**config.mk**
```make
export PLATFORM = sky130hd
export DESIGN_NAME = quad_delta_class_encoder_flat
export DESIGN_NICKNAME = d
export VERILOG_FILES = /design/src/rtl/qdce_pkg.sv /design/src/rtl/qdce_in_if.sv /design/src/rtl/qdce_out_if.sv /design/src/rtl/qdce_quad_coder.sv /design/src/rtl/quad_delta_class_encoder.sv /design/src/flat_wrapper.sv
export SDC_FILE = /design/constraint.sdc
export NUM_CORES = 1
export LEC_CHECK = 0
export BUFFER_PORTS_ARGS = -buffer_cell sky130_fd_sc_hd__buf_2
export CORE_MARGIN = 2
export CORE_UTILIZATION = 55
export CTS_CLUSTER_SIZE = 10
export DETAILED_ROUTE_END_ITERATION = 8
export PLACE_DENSITY = 0.78
export SYNTH_ARGS = -nofsm -noshare
export SYNTH_HDL_FRONTEND = slang
export SYNTH_SLANG_ARGS = --single-unit
```
**constraint.sdc**
```tcl
create_clock -name i_clk -period 31.6 [get_ports i_clk]
set_input_delay 1.58 -clock i_clk [delete_from_list [all_inputs] [get_ports i_clk]]
set_output_delay 1.58 -clock i_clk [all_outputs]
set_load 0.1 [all_outputs]
```
**src/rtl/qdce_pkg.sv**
```systemverilog
package qdce_pkg;

    // item kinds
    typedef enum logic [1:0] {
        ACT_QUAD  = 2'd0,
        ACT_RAW   = 2'd1,
        ACT_FLUSH = 2'd2,
        ACT_NONE  = 2'd3
    } t_action;

    // widths of the packing path
    localparam int CodeW    = 35;   // longest quad code: 3 prefix bits + 4 x 8
    localparam int LenW     = 6;
    localparam int PendW    = 7;
    localparam int PendCntW = 3;
    localparam int AccW     = CodeW + PendW;
    localparam int BufW     = 40;   // five bytes at most per item
    localparam int ByteCntW = 3;

    // class prefixes, written msb first as they appear in the stream
    localparam logic [2:0] PFX_ZERO = 3'b011;
    localparam logic [1:0] PFX_W1   = 2'b11;
    localparam logic [1:0] PFX_W2   = 2'b10;
    localparam logic [1:0] PFX_W4   = 2'b00;
    localparam logic [2:0] PFX_W8   = 3'b010;

    // accepted item held in the input register
    typedef struct packed {
        logic [1:0]  action;
        logic [7:0]  sample_a;
        logic [7:0]  sample_b;
        logic [7:0]  sample_c;
        logic [7:0]  sample_d;
        logic [31:0] raw_value;
        logic [5:0]  raw_count;
    } t_item;

    // code word, first bit in the lsb
    typedef struct packed {
        logic [CodeW-1:0] bits;
        logic [LenW-1:0]  len;
    } t_code;

endpackage

```
**src/rtl/qdce_in_if.sv**
```systemverilog
interface qdce_in_if;
    logic        valid;
    logic        ready;
    logic [1:0]  action;
    logic [7:0]  sample_a;
    logic [7:0]  sample_b;
    logic [7:0]  sample_c;
    logic [7:0]  sample_d;
    logic [31:0] raw_value;
    logic [5:0]  raw_count;

    modport source (
        output valid, action, sample_a, sample_b, sample_c, sample_d, raw_value, raw_count,
        input  ready
    );
    modport sink (
        input  valid, action, sample_a, sample_b, sample_c, sample_d, raw_value, raw_count,
        output ready
    );
endinterface

```
**src/rtl/qdce_out_if.sv**
```systemverilog
interface qdce_out_if;
    logic       valid;
    logic       ready;
    logic [7:0] out_byte;
    logic       last_of_run;
    logic       stream_end;

    modport source (
        output valid, out_byte, last_of_run, stream_end,
        input  ready
    );
    modport sink (
        input  valid, out_byte, last_of_run, stream_end,
        output ready
    );
endinterface

```
**src/rtl/qdce_quad_coder.sv**
```systemverilog
module qdce_quad_coder (
    input  logic [7:0]     i_sample_a,
    input  logic [7:0]     i_sample_b,
    input  logic [7:0]     i_sample_c,
    input  logic [7:0]     i_sample_d,
    output qdce_pkg::t_code o_code
);

    logic [7:0] s [4];
    logic [7:0] d [4];
    logic [7:0] mn_ab, mn_cd, mx_ab, mx_cd, mn, mx;
    logic [8:0] sum;
    logic [7:0] mid;
    logic [3:0] fits_z, fits_1, fits_2, fits_4;

    assign s[0] = i_sample_a;
    assign s[1] = i_sample_b;
    assign s[2] = i_sample_c;
    assign s[3] = i_sample_d;

    // min / max tree and rounded midpoint
    always_comb begin
        mn_ab = (s[0] < s[1]) ? s[0] : s[1];
        mn_cd = (s[2] < s[3]) ? s[2] : s[3];
        mx_ab = (s[0] > s[1]) ? s[0] : s[1];
        mx_cd = (s[2] > s[3]) ? s[2] : s[3];
        mn    = (mn_ab < mn_cd) ? mn_ab : mn_cd;
        mx    = (mx_ab > mx_cd) ? mx_ab : mx_cd;
        sum   = {1'b0, mn} + {1'b0, mx} + 9'd1;
        mid   = sum[8:1];
    end

    // deltas modulo 256 and the range each one fits
    always_comb begin
        for (int i = 0; i < 4; i++) begin
            d[i]      = s[i] - mid;
            fits_z[i] = (d[i] == 8'h00);
            fits_1[i] = (d[i] == 8'h00) || (d[i] == 8'hFF);
            fits_2[i] = fits_1[i] || (d[i] == 8'hFE) || (d[i] == 8'h01);
            fits_4[i] = (d[i][7:3] == 5'h00) || (d[i][7:3] == 5'h1F);
        end
    end

    // smallest class holding all four; prefix bits go out msb first
    always_comb begin
        o_code.bits = '0;
        o_code.len  = '0;
        priority if (&fits_z) begin
            o_code.bits[2:0] = {qdce_pkg::PFX_ZERO[0], qdce_pkg::PFX_ZERO[1],
                                qdce_pkg::PFX_ZERO[2]};
            o_code.len       = 6'd3;
        end else if (&fits_1) begin
            o_code.bits[5:0] = {d[3][0], d[2][0], d[1][0], d[0][0],
                                qdce_pkg::PFX_W1[0], qdce_pkg::PFX_W1[1]};
            o_code.len       = 6'd6;
        end else if (&fits_2) begin
            o_code.bits[9:0] = {d[3][1:0], d[2][1:0], d[1][1:0], d[0][1:0],
                                qdce_pkg::PFX_W2[0], qdce_pkg::PFX_W2[1]};
            o_code.len       = 6'd10;
        end else if (&fits_4) begin
            o_code.bits[17:0] = {d[3][3:0], d[2][3:0], d[1][3:0], d[0][3:0],
                                 qdce_pkg::PFX_W4[0], qdce_pkg::PFX_W4[1]};
            o_code.len        = 6'd18;
        end else begin
            o_code.bits = {d[3], d[2], d[1], d[0],
                           qdce_pkg::PFX_W8[0], qdce_pkg::PFX_W8[1], qdce_pkg::PFX_W8[2]};
            o_code.len  = 6'd35;
        end
    end

endmodule

```
**src/rtl/quad_delta_class_encoder.sv**
```systemverilog
// quad delta class encoder
//
// i_in (sink) takes one word per item: code a 2x2 quad, append 0..32 raw bits,
// or flush the partial byte. o_out (source) gives the packed stream one byte
// per word, first bit in the lsb; last_of_run marks the final byte an item
// caused and stream_end marks the padded byte of a flush.
// An accepted item sits in the input register, is coded and packed against
// the pending bits in a single pass, and its bytes are loaded into a five
// byte output buffer, from which its first byte shows on o_out. Items that
// complete no more than one byte flow at one per cycle while the receiver is
// ready; an item completing more holds the buffer until all its bytes (up to
// five for a quad) have drained at one byte per cycle while the receiver is ready.
// Items that complete no byte only update the pending bits and never wait on
// the buffer. When the receiver stalls the buffer holds, the input register
// fills, and i_in.ready drops until the item in it can move on.
// Reset (i_rst_n low at a clock edge) empties the input register and the
// buffer and clears the pending bits.
module quad_delta_class_encoder (
    input  logic              i_clk,
    input  logic              i_rst_n,
    qdce_in_if.sink           i_in,
    qdce_out_if.source        o_out
);

    // input register
    logic                               r_in_valid;
    qdce_pkg::t_item                    r_in;
    // pending bits of an unfinished byte
    logic [qdce_pkg::PendW-1:0]         r_pend_bits, n_pend_bits;
    logic [qdce_pkg::PendCntW-1:0]      r_pend_cnt, n_pend_cnt;
    // output byte buffer
    logic [qdce_pkg::BufW-1:0]          r_buf;
    logic [qdce_pkg::ByteCntW-1:0]      r_cnt;
    logic                               r_flush;

    qdce_pkg::t_code                    quad_code;
    logic [qdce_pkg::CodeW-1:0]         code_bits;
    logic [qdce_pkg::LenW-1:0]          code_len;
    logic [5:0]                         raw_n;
    logic [32:0]                        raw_mask;
    logic [qdce_pkg::AccW-1:0]          acc, acc_rest;
    logic [qdce_pkg::LenW-1:0]          total;
    logic [qdce_pkg::ByteCntW-1:0]      n_bytes;
    logic [qdce_pkg::BufW-1:0]          n_buf;
    logic                               n_flush;
    logic                               out_take, buf_free, mv;
    qdce_pkg::t_action                  act;

    assign act = qdce_pkg::t_action'(r_in.action);

    qdce_quad_coder u_coder (
        .i_sample_a (r_in.sample_a),
        .i_sample_b (r_in.sample_b),
        .i_sample_c (r_in.sample_c),
        .i_sample_d (r_in.sample_d),
        .o_code     (quad_code)
    );

    // raw bits masked to the saturated count
    always_comb begin
        raw_n    = (r_in.raw_count > 6'd32) ? 6'd32 : r_in.raw_count;
        raw_mask = (33'd1 << raw_n) - 33'd1;
    end

    // code word of the held item
    always_comb begin
        unique case (act)
            qdce_pkg::ACT_QUAD: begin
                code_bits = quad_code.bits;
                code_len  = quad_code.len;
            end
            qdce_pkg::ACT_RAW: begin
                code_bits = {3'b000, r_in.raw_value & raw_mask[31:0]};
                code_len  = raw_n;
            end
            default: begin
                code_bits = '0;
                code_len  = '0;
            end
        endcase
    end

    // append to pending bits and split off whole bytes
    always_comb begin
        acc      = {{qdce_pkg::CodeW{1'b0}}, r_pend_bits}
                 | ({{qdce_pkg::PendW{1'b0}}, code_bits} << r_pend_cnt);
        total    = {3'b000, r_pend_cnt} + code_len;
        acc_rest = acc >> {total[5:3], 3'b000};
        n_buf    = acc[qdce_pkg::BufW-1:0];
        n_flush  = 1'b0;
        unique case (act)
            qdce_pkg::ACT_QUAD, qdce_pkg::ACT_RAW: begin
                n_bytes     = total[5:3];
                n_pend_bits = acc_rest[qdce_pkg::PendW-1:0];
                n_pend_cnt  = total[2:0];
            end
            qdce_pkg::ACT_FLUSH: begin
                n_bytes     = (r_pend_cnt != '0) ? 3'd1 : 3'd0;
                n_flush     = 1'b1;
                n_pend_bits = '0;
                n_pend_cnt  = '0;
            end
            default: begin
                n_bytes     = '0;
                n_pend_bits = r_pend_bits;
                n_pend_cnt  = r_pend_cnt;
            end
        endcase
    end

    // handshake between the stages
    assign out_take   = o_out.valid && o_out.ready;
    assign buf_free   = (r_cnt == '0) || ((r_cnt == 3'd1) && o_out.ready);
    assign mv         = r_in_valid && ((n_bytes == '0) || buf_free);
    assign i_in.ready = !r_in_valid || mv;

    // input register
    always_ff @(posedge i_clk) begin
        if (!i_rst_n) begin
            r_in_valid <= 1'b0;
        end else if (i_in.valid && i_in.ready) begin
            r_in_valid <= 1'b1;
        end else if (mv) begin
            r_in_valid <= 1'b0;
        end
    end

    always_ff @(posedge i_clk) begin
        if (i_in.valid && i_in.ready) begin
            r_in.action    <= i_in.action;
            r_in.sample_a  <= i_in.sample_a;
            r_in.sample_b  <= i_in.sample_b;
            r_in.sample_c  <= i_in.sample_c;
            r_in.sample_d  <= i_in.sample_d;
            r_in.raw_value <= i_in.raw_value;
            r_in.raw_count <= i_in.raw_count;
        end
    end

    // pending bits advance as each item is packed
    always_ff @(posedge i_clk) begin
        if (!i_rst_n) begin
            r_pend_bits <= '0;
            r_pend_cnt  <= '0;
        end else if (mv) begin
            r_pend_bits <= n_pend_bits;
            r_pend_cnt  <= n_pend_cnt;
        end
    end

    // output buffer: load whole bytes, drain one per word
    always_ff @(posedge i_clk) begin
        if (!i_rst_n) begin
            r_cnt <= '0;
        end else if (mv && (n_bytes != '0)) begin
            r_cnt <= n_bytes;
        end else if (out_take) begin
            r_cnt <= r_cnt - 3'd1;
        end
    end

    always_ff @(posedge i_clk) begin
        if (mv && (n_bytes != '0)) begin
            r_buf   <= n_flush ? {33'd0, r_pend_bits} : n_buf;
            r_flush <= n_flush;
        end else if (out_take) begin
            r_buf   <= {8'h00, r_buf[qdce_pkg::BufW-1:8]};
        end
    end

    assign o_out.valid       = (r_cnt != '0);
    assign o_out.out_byte    = r_buf[7:0];
    assign o_out.last_of_run = (r_cnt == 3'd1);
    assign o_out.stream_end  = r_flush;

    // checks
    a_buf_depth: assert property (@(posedge i_clk) disable iff (!i_rst_n)
        r_cnt <= 3'd5)
        else $error("byte buffer count above five");

    a_flush_last: assert property (@(posedge i_clk) disable iff (!i_rst_n)
        (o_out.valid && o_out.stream_end) |-> o_out.last_of_run)
        else $error("flush byte not marked last");

    a_pend_hold: assert property (@(posedge i_clk) disable iff (!i_rst_n)
        !mv |=> ($stable(r_pend_cnt) && $stable(r_pend_bits)))
        else $error("pending bits changed without an item");

    a_flush_clear: assert property (@(posedge i_clk) disable iff (!i_rst_n)
        (mv && (act == qdce_pkg::ACT_FLUSH)) |=> (r_pend_cnt == '0))
        else $error("flush left bits pending");

    a_no_overwrite: assert property (@(posedge i_clk) disable iff (!i_rst_n)
        (mv && (n_bytes != '0)) |-> ((r_cnt == '0) || (r_cnt == 3'd1 && out_take)))
        else $error("byte buffer loaded while still holding bytes");

endmodule
```
**src/flat_wrapper.sv**
```systemverilog
// flat-port wrapper written by rule: the top's interface ports become plain ports
module quad_delta_class_encoder_flat 
  (i_clk, i_rst_n, i_in_valid, i_in_action, i_in_sample_a, i_in_sample_b, i_in_sample_c, i_in_sample_d, i_in_raw_value, i_in_raw_count, i_in_ready, o_out_valid, o_out_out_byte, o_out_last_of_run, o_out_stream_end, o_out_ready);
  qdce_in_if i_in_i ();
  qdce_out_if o_out_i ();
  input  logic i_clk;
  input  logic i_rst_n;
  input wire logic [$bits(i_in_i.valid)-1:0] i_in_valid;
  input wire logic [$bits(i_in_i.action)-1:0] i_in_action;
  input wire logic [$bits(i_in_i.sample_a)-1:0] i_in_sample_a;
  input wire logic [$bits(i_in_i.sample_b)-1:0] i_in_sample_b;
  input wire logic [$bits(i_in_i.sample_c)-1:0] i_in_sample_c;
  input wire logic [$bits(i_in_i.sample_d)-1:0] i_in_sample_d;
  input wire logic [$bits(i_in_i.raw_value)-1:0] i_in_raw_value;
  input wire logic [$bits(i_in_i.raw_count)-1:0] i_in_raw_count;
  output wire logic [$bits(i_in_i.ready)-1:0] i_in_ready;
  output wire logic [$bits(o_out_i.valid)-1:0] o_out_valid;
  output wire logic [$bits(o_out_i.out_byte)-1:0] o_out_out_byte;
  output wire logic [$bits(o_out_i.last_of_run)-1:0] o_out_last_of_run;
  output wire logic [$bits(o_out_i.stream_end)-1:0] o_out_stream_end;
  input wire logic [$bits(o_out_i.ready)-1:0] o_out_ready;
  assign i_in_i.valid = i_in_valid;
  assign i_in_i.action = i_in_action;
  assign i_in_i.sample_a = i_in_sample_a;
  assign i_in_i.sample_b = i_in_sample_b;
  assign i_in_i.sample_c = i_in_sample_c;
  assign i_in_i.sample_d = i_in_sample_d;
  assign i_in_i.raw_value = i_in_raw_value;
  assign i_in_i.raw_count = i_in_raw_count;
  assign i_in_ready = i_in_i.ready;
  assign o_out_valid = o_out_i.valid;
  assign o_out_out_byte = o_out_i.out_byte;
  assign o_out_last_of_run = o_out_i.last_of_run;
  assign o_out_stream_end = o_out_i.stream_end;
  assign o_out_i.ready = o_out_ready;
  quad_delta_class_encoder u_core (.i_clk(i_clk), .i_rst_n(i_rst_n), .i_in(i_in_i), .o_out(o_out_i));
endmodule
```
Yosys cells after proc, flatten, opt, wreduce, memory -nomap -nowiden
Cells that the tools add are included.
{ "totals": {"out_inout_bits": 12, "in_bits": 76, "reg_bits": 127} }
{ "classes": {"n_addsub": 9, "muxes": 32, "n_eq_ne": 19, "n_reduce_logical": 48, "bitwise_logic": 2, "magnitude_cmp": 7, "shifts": 3} }
{ "op_table": {"columns": ["cell", "n"], "rows": [
  ["40-bit two-way mux", 3],
  ["24-bit two-way mux", 4],
  ["35-bit one-hot mux with 2 select lines", 1],
  ["8-bit == test, second input constant", 8],
  ["8-bit two-way mux", 6],
  ["7-bit by 42-bit OR with 42-bit output", 1],
  ["35-bit by 3-bit << shifter with 42-bit output", 1],
  ["42-bit by 6-bit right shift with 7-bit output", 1],
  ["32-bit bitwise AND", 1],
  ["8-bit by 1-bit == test with 1-bit output, second input constant", 4],
  ["8-bit zero test", 4],
  ["32-bit two-way mux", 1],
  ["1-bit by 6-bit << shifter with 32-bit output, first input constant", 1],
  ["32-bit by 1-bit subtractor with 32-bit output, second input constant", 1],
  ["8-bit subtractor", 4],
  ["29-bit two-way mux", 1],
  ["25-bit two-way mux", 1],
  ["8-bit greater-than comparator", 3],
  ["8-bit less-than comparator", 3],
  ["5-bit == test, second input constant", 4],
  ["5-bit zero test", 4],
  ["1-bit logical OR", 19],
  ["17-bit two-way mux", 1],
  ["16-bit two-way mux", 1],
  ["25 further kinds", 42]
]} }

Logic depth before layout (Yosys ltp)
{ "depth": {"ltp_word": 27, "ltp_mapped": 54} }

Hierarchy
From an unflattened synthesis, not the netlist that was laid out.
{ "hier_totals": {"hier_cells": 1551, "hier_area_um2": 12828.6} }
{ "modules_own_cells": {"columns": ["mod", "cells_each", "instances", "area_per_inst_um2"], "rows": [
  ["quad_delta_class_encoder", 903, 1, 8399.3],
  ["qdce_quad_coder", 648, 1, 4429.2]
]} }

Least setup slack after synthesis
OpenSTA, ideal clock, no wires.
{ "synth_timing": {"path_kind": "register to register", "start": "register u_core.r_in[39] in the netlist's numbering", "end": "register u_core.r_in (netlist bit u_core.act[0]), enable pin", "required_time_ns": 31.163, "t_arrival_ns": 15.429, "period_less_slack_ns": 15.866, "path_slack_ns": 15.734, "stages_incl_launch_ff": 45, "setup_ns": 0.437, "path_cell_list": "edfxtp_1 -> inv_1 -> ha_1 -> nor2b_1 -> o211ai_1 -> and2_1 -> o21a_1 -> clkbuf_1 -> or2_2 -> clkbuf_1 -> mux2i_1 -> ha_1 -> a21o_1 -> a21oi_1 -> a21o_1 -> a21o_1 -> clkbuf_1 -> a21oi_1 -> [9 not listed] -> clkbuf_1 -> and3_1 -> mux2_2 -> a2111oi_4 -> mux2_2 -> a2111oi_4 -> buf_4 -> nand2_1 -> a32o_1 -> ha_1 -> fa_1 -> a21oi_1 -> nor4_2 -> a31oi_2 -> xor2_1 -> clkbuf_1 -> o311ai_0 -> and2_1"} }
{ "synth_via": {"elab_chain_cells": 25, "elab_cells_between_ends": 73} }
{ "synth_rtl": {"columns": ["element", "line", "source"], "rows": [
  ["from (decl)", "quad_delta_class_encoder.sv:27", "qdce_pkg::t_item r_in;"],
  ["8-bit less-than comparator or 8-bit greater-than comparator (tied branches)", "qdce_quad_coder.sv:24, qdce_quad_coder.sv:26", null],
  ["8-bit two-way mux (on tied branches)", "qdce_quad_coder.sv:24, qdce_quad_coder.sv:26", null],
  ["8-bit less-than comparator or 8-bit greater-than comparator (tied branches)", "qdce_quad_coder.sv:27, qdce_quad_coder.sv:28", null],
  ["8-bit two-way mux (on tied branches)", "qdce_quad_coder.sv:27, qdce_quad_coder.sv:28", null],
  ["8-bit by 8-bit adder with 9-bit output", "qdce_quad_coder.sv:29", "sum = {1'b0, mn} + {1'b0, mx} + 9'd1;"],
  ["9-bit by 1-bit adder with 9-bit output", "qdce_quad_coder.sv:29", null],
  ["8-bit subtractor", "qdce_quad_coder.sv:36", "d[i] = s[i] - mid;"],
  ["5-bit == test or 5-bit zero test (tied branches)", "qdce_quad_coder.sv:40", "fits_4[i] = (d[i][7:3] == 5'h00) || (d[i][7:3] == 5'h1F);"],
  ["[10 not listed]", null, null],
  ["3-bit by 6-bit adder with 6-bit output (*)", "quad_delta_class_encoder.sv:87", "total = {3'b000, r_pend_cnt} + code_len;"],
  ["3-bit one-hot mux with 2 select lines (*)", "quad_delta_class_encoder.sv:91", "unique case (act)"],
  ["3-bit zero test (*)", "quad_delta_class_encoder.sv:114", "assign mv = r_in_valid && ((n_bytes == '0) || buf_free);"],
  ["1-bit logical OR (*)", "quad_delta_class_encoder.sv:114", null],
  ["1-bit logical AND (*)", "quad_delta_class_encoder.sv:114", null],
  ["1-bit logical OR (*)", "quad_delta_class_encoder.sv:115", "assign i_in.ready = !r_in_valid || mv;"],
  ["named net i_in_ready", "flat_wrapper.sv:16", "output wire logic [$bits(i_in_i.ready)-1:0] i_in_ready;"],
  ["1-bit logical AND (*)", "quad_delta_class_encoder.sv:129", "if (i_in.valid && i_in.ready) begin"]
]} }
The timed path passes the listed nets; every way through them passes the cells marked *. The select of a mux whose other input is x is not followed.
A chain may end at the register's enable or synchronous reset.

Worst setup path in the final report
{ "layout_timing": {"start": "register u_core.r_in[55] in the netlist's numbering", "end": "output i_in_ready"} }
{ "layout_via": {"elab_chain_cells": 24, "elab_cells_between_ends": 72} }
{ "layout_rtl": {"columns": ["element", "line", "source"], "rows": [
  ["8-bit less-than comparator or 8-bit greater-than comparator (tied branches)", "qdce_quad_coder.sv:23, qdce_quad_coder.sv:25", null],
  ["8-bit two-way mux (on tied branches)", "qdce_quad_coder.sv:23, qdce_quad_coder.sv:25", null],
  ["8-bit less-than comparator or 8-bit greater-than comparator (tied branches)", "qdce_quad_coder.sv:27, qdce_quad_coder.sv:28", null],
  ["8-bit two-way mux (on tied branches)", "qdce_quad_coder.sv:27, qdce_quad_coder.sv:28", null],
  ["8-bit by 8-bit adder with 9-bit output", "qdce_quad_coder.sv:29", null],
  ["9-bit by 1-bit adder with 9-bit output", "qdce_quad_coder.sv:29", null],
  ["8-bit subtractor", "qdce_quad_coder.sv:36", null],
  ["5-bit == test or 5-bit zero test (tied branches)", "qdce_quad_coder.sv:40", null],
  ["[8 not listed]", null, null],
  ["9-bit two-way mux (*)", "qdce_quad_coder.sv:48", "priority if (&fits_z) begin"],
  ["6-bit one-hot mux with 2 select lines (*)", "quad_delta_class_encoder.sv:67", "unique case (act)"],
  ["3-bit by 6-bit adder with 6-bit output (*)", "quad_delta_class_encoder.sv:87", null],
  ["3-bit one-hot mux with 2 select lines (*)", "quad_delta_class_encoder.sv:91", null],
  ["3-bit zero test (*)", "quad_delta_class_encoder.sv:114", null],
  ["1-bit logical OR (*)", "quad_delta_class_encoder.sv:114", null],
  ["1-bit logical AND (*)", "quad_delta_class_encoder.sv:114", null],
  ["1-bit logical OR (*)", "quad_delta_class_encoder.sv:115", null],
  ["to (decl)", "flat_wrapper.sv:16", null]
]} }
Mark *: on every way between the ends. The rest lies on a longest branch, timed or not. The select of a mux whose other input is x is not followed.

==> results.ini <==
[outcome]
status = complete, no violations

[placed_design]
place.gp.congestion = 1.001
io_buffers = 87
hpwl_um = 32830
dp.cells = 1798
dp_slack_ps = 17500

[synthesis]
synth-seq-area-share_pct = 28.78
syn_avg_cell_area_um2 = 8.498
yosysWarnings = 0
yosys-top-cells-area = edfxtp_1 27%, ha_1 6.0%, nand2_1 4.9%, mux2i_1 3.8%, a21oi_1 3.6%
synthMostInstantiatedCell = nand2_1
synth-seq-cells = 127
synth_ff_type = edfxtp_1
synth_nets = 1645
synth_common_cells = 167 x nand2_1, 124 x nor2_1, 113 x edfxtp_1, 93 x a21oi_1, 85 x o21ai_0
async_reset_ff_share_pct = 0
synth_top_area_share_pct = 26.59
yosysTopAreaCell = edfxtp_1
synth_edf_count = 113
syn-cell-area_um2 = 12760
synth_cells = 1502
ys_types = 111

[detailed_routing]
initialDrtViolationCount = 1475
post-route-drc-count = 0
detail-route-antenna-nets = 0
wl_per_cell_um = 23.18
routed-via-count = 12580
routed_via_density = 6.869
drtPass1Iterations = 6
wl_um = 42450

[clock_tree]
cts_max_level = 4
clock_sinks = 127
numCtsBuffers = 17
postCtsSetupRepairBufs = 0
clk_pin_slew_ps = 70
cts_root_buf = clkbuf_16
clock_path_buffers = 2
clkLatencyLatePin_ps = 450
cts_tree = built
ctsResizeCount = 0
postCtsHoldBufs = 0

[global_route]
grt_use_total_pct = 34.57
antenna_found_initial = 1
grt_pass1_wl_um = 64780
overflow = 0
grt_pass1_vias = 11260
grt_max_degree = 66

[floorplan]
ios = 88
die_x_um = 156.3
num_rows = 55
die_y_um = 156.3
coreArea_um2 = 22710
start_util_pct = 56.20
die_area_um2 = 24440

[cells_and_area]
syn_to_final_growth_pct = 8.470
final_nets = 1675
drive_gt1_share_pct = 14.24
num-fill-cells = 2023
instances_no_fill = 1831

[timing]
worst_pin_slew_ps = 1244
finalHoldViolations = 0
setup_slack_ps = 16680
finalSetupTns_ps = 0
finalCritPeriodShare_pct = 47.23
slew-limit-headroom_pct = 16.46
clock.fmax_mhz = 67.00
finalSetupViolCount = 0
slew_violations = 0
rsz0062_at_grt = no
final_period_minus_worst_setup_slack_ps = 14920
skew_ps = 19.56

[critical_path]
cp.arrival_ps = 13340
worstPathRequired_ps = 30020
start_kind = register
crit_fanout = 15
critPathSlowestCell = nor2_1
endpoint_kind = output pin
max_stage_delay_ps = 850
critical_path_class = reg -> out
cp.buffers_inverters = 4
cp_top_family = compound AO/OA/AOI/OAI gates

[run]
drv_cap = 0

[worst_hold_path]
hp-class = reg -> reg

## logic make-up after synthesis
kind of cell | share of synthesized area, %
AND/OR/NAND/NOR | 21.38
AO/OA/AOI/OAI | 25.47
buffers and inverters | 5.088
flip-flops | 28.78
multiplexers | 7.401
adder cells (fa/ha/maj) | 7.705
XOR/XNOR | 4.176
## area by class of cell
cell class	instances	area (µm²)	share of cell area (%)
diodes	1	2.502	0.01808
flip-flops and latches	127	3675	26.54
clock buffers	17	425.4	3.073
clock inverters	15	140.1	1.012
repair buffers	101	540.5	3.904
well taps	285	356.6	2.576
multi-input cells	1217	8449	61.03
inverters	68	255.2	1.844
## registers in the layout (all words and copies together) (netlist names)
name and cells:
u_core.act 2, u_core.r_in_valid 1, u_core.r_buf 40, u_core.r_pend_cnt 3, u_core.r_in 70, u_core.o_out.stream_end 1, u_core.r_pend_bits 7, u_core.r_cnt 3
## stage by stage
step | utilization [%] | cell area (µm²) | hold WS [ps]
after floorplan | - | 12760 | 477.9
after global placement | 58.46 | 13280 | 496.3
after detailed placement | 58.46 | 13280 | 503.9
final | 60.96 | 13840 | 522.5
after global routing | 60.95 | 13840 | 545.5
after CTS | 60.95 | 13840 | 528.4
## placed cells by master (no fill, tap or decap), types with 17 or more instances in the layout
master	synthesis	routed
a21o_1	21	21
a21oi_1	93	93
a31oi_1	25	25
buf_2	12	87
clkbuf_16	0	17
edfxtp_1	113	113
ha_1	61	61
inv_1	66	66
mux2_2	22	22
mux2i_1	48	48
nand2_1	167	166
nand3_1	58	58
nand4_1	21	21
nor2_1	124	124
nor3_1	34	34
o211ai_1	21	21
o21ai_0	85	85
o31ai_1	18	18
or3_1	19	19
xnor2_1	35	35
xor2_1	17	17
## routing by layer
metal / vias up / share of wire, % / track usage (%)
met5: - / 0.13 / 1.863
met4: 2 / 2.6 / 8.869
met3: 101 / 13 / 10.61
met2: 818 / 41 / 49.86
met1: 5864 / 43 / 50.12
li1: 5792 / - / -
## worst min-delay path, delay by kind of cell, from the launching register on
| family | cells | cell delay [ps] |
|---|---|---|
| flops | 1 | 320 |
| simple gates | 2 | 100 |
## worst paths after layout
kind	start	endpoint	slack (ps)	depth (start not counted)
setup / recovery	u_core.r_in[55]	i_in_ready	16680	41
hold / removal	u_core.r_buf[14]	u_core.r_buf[6]	520	2
setup reg to reg	u_core.r_in[55]	u_core.r_cnt[1]	17620	42
hold reg to reg	u_core.r_buf[14]	u_core.r_buf[6]	520	2
Power is left out: the tool's default activity adds up to more than one toggle a clock period on the data nets, which glitch-free logic cannot reach.
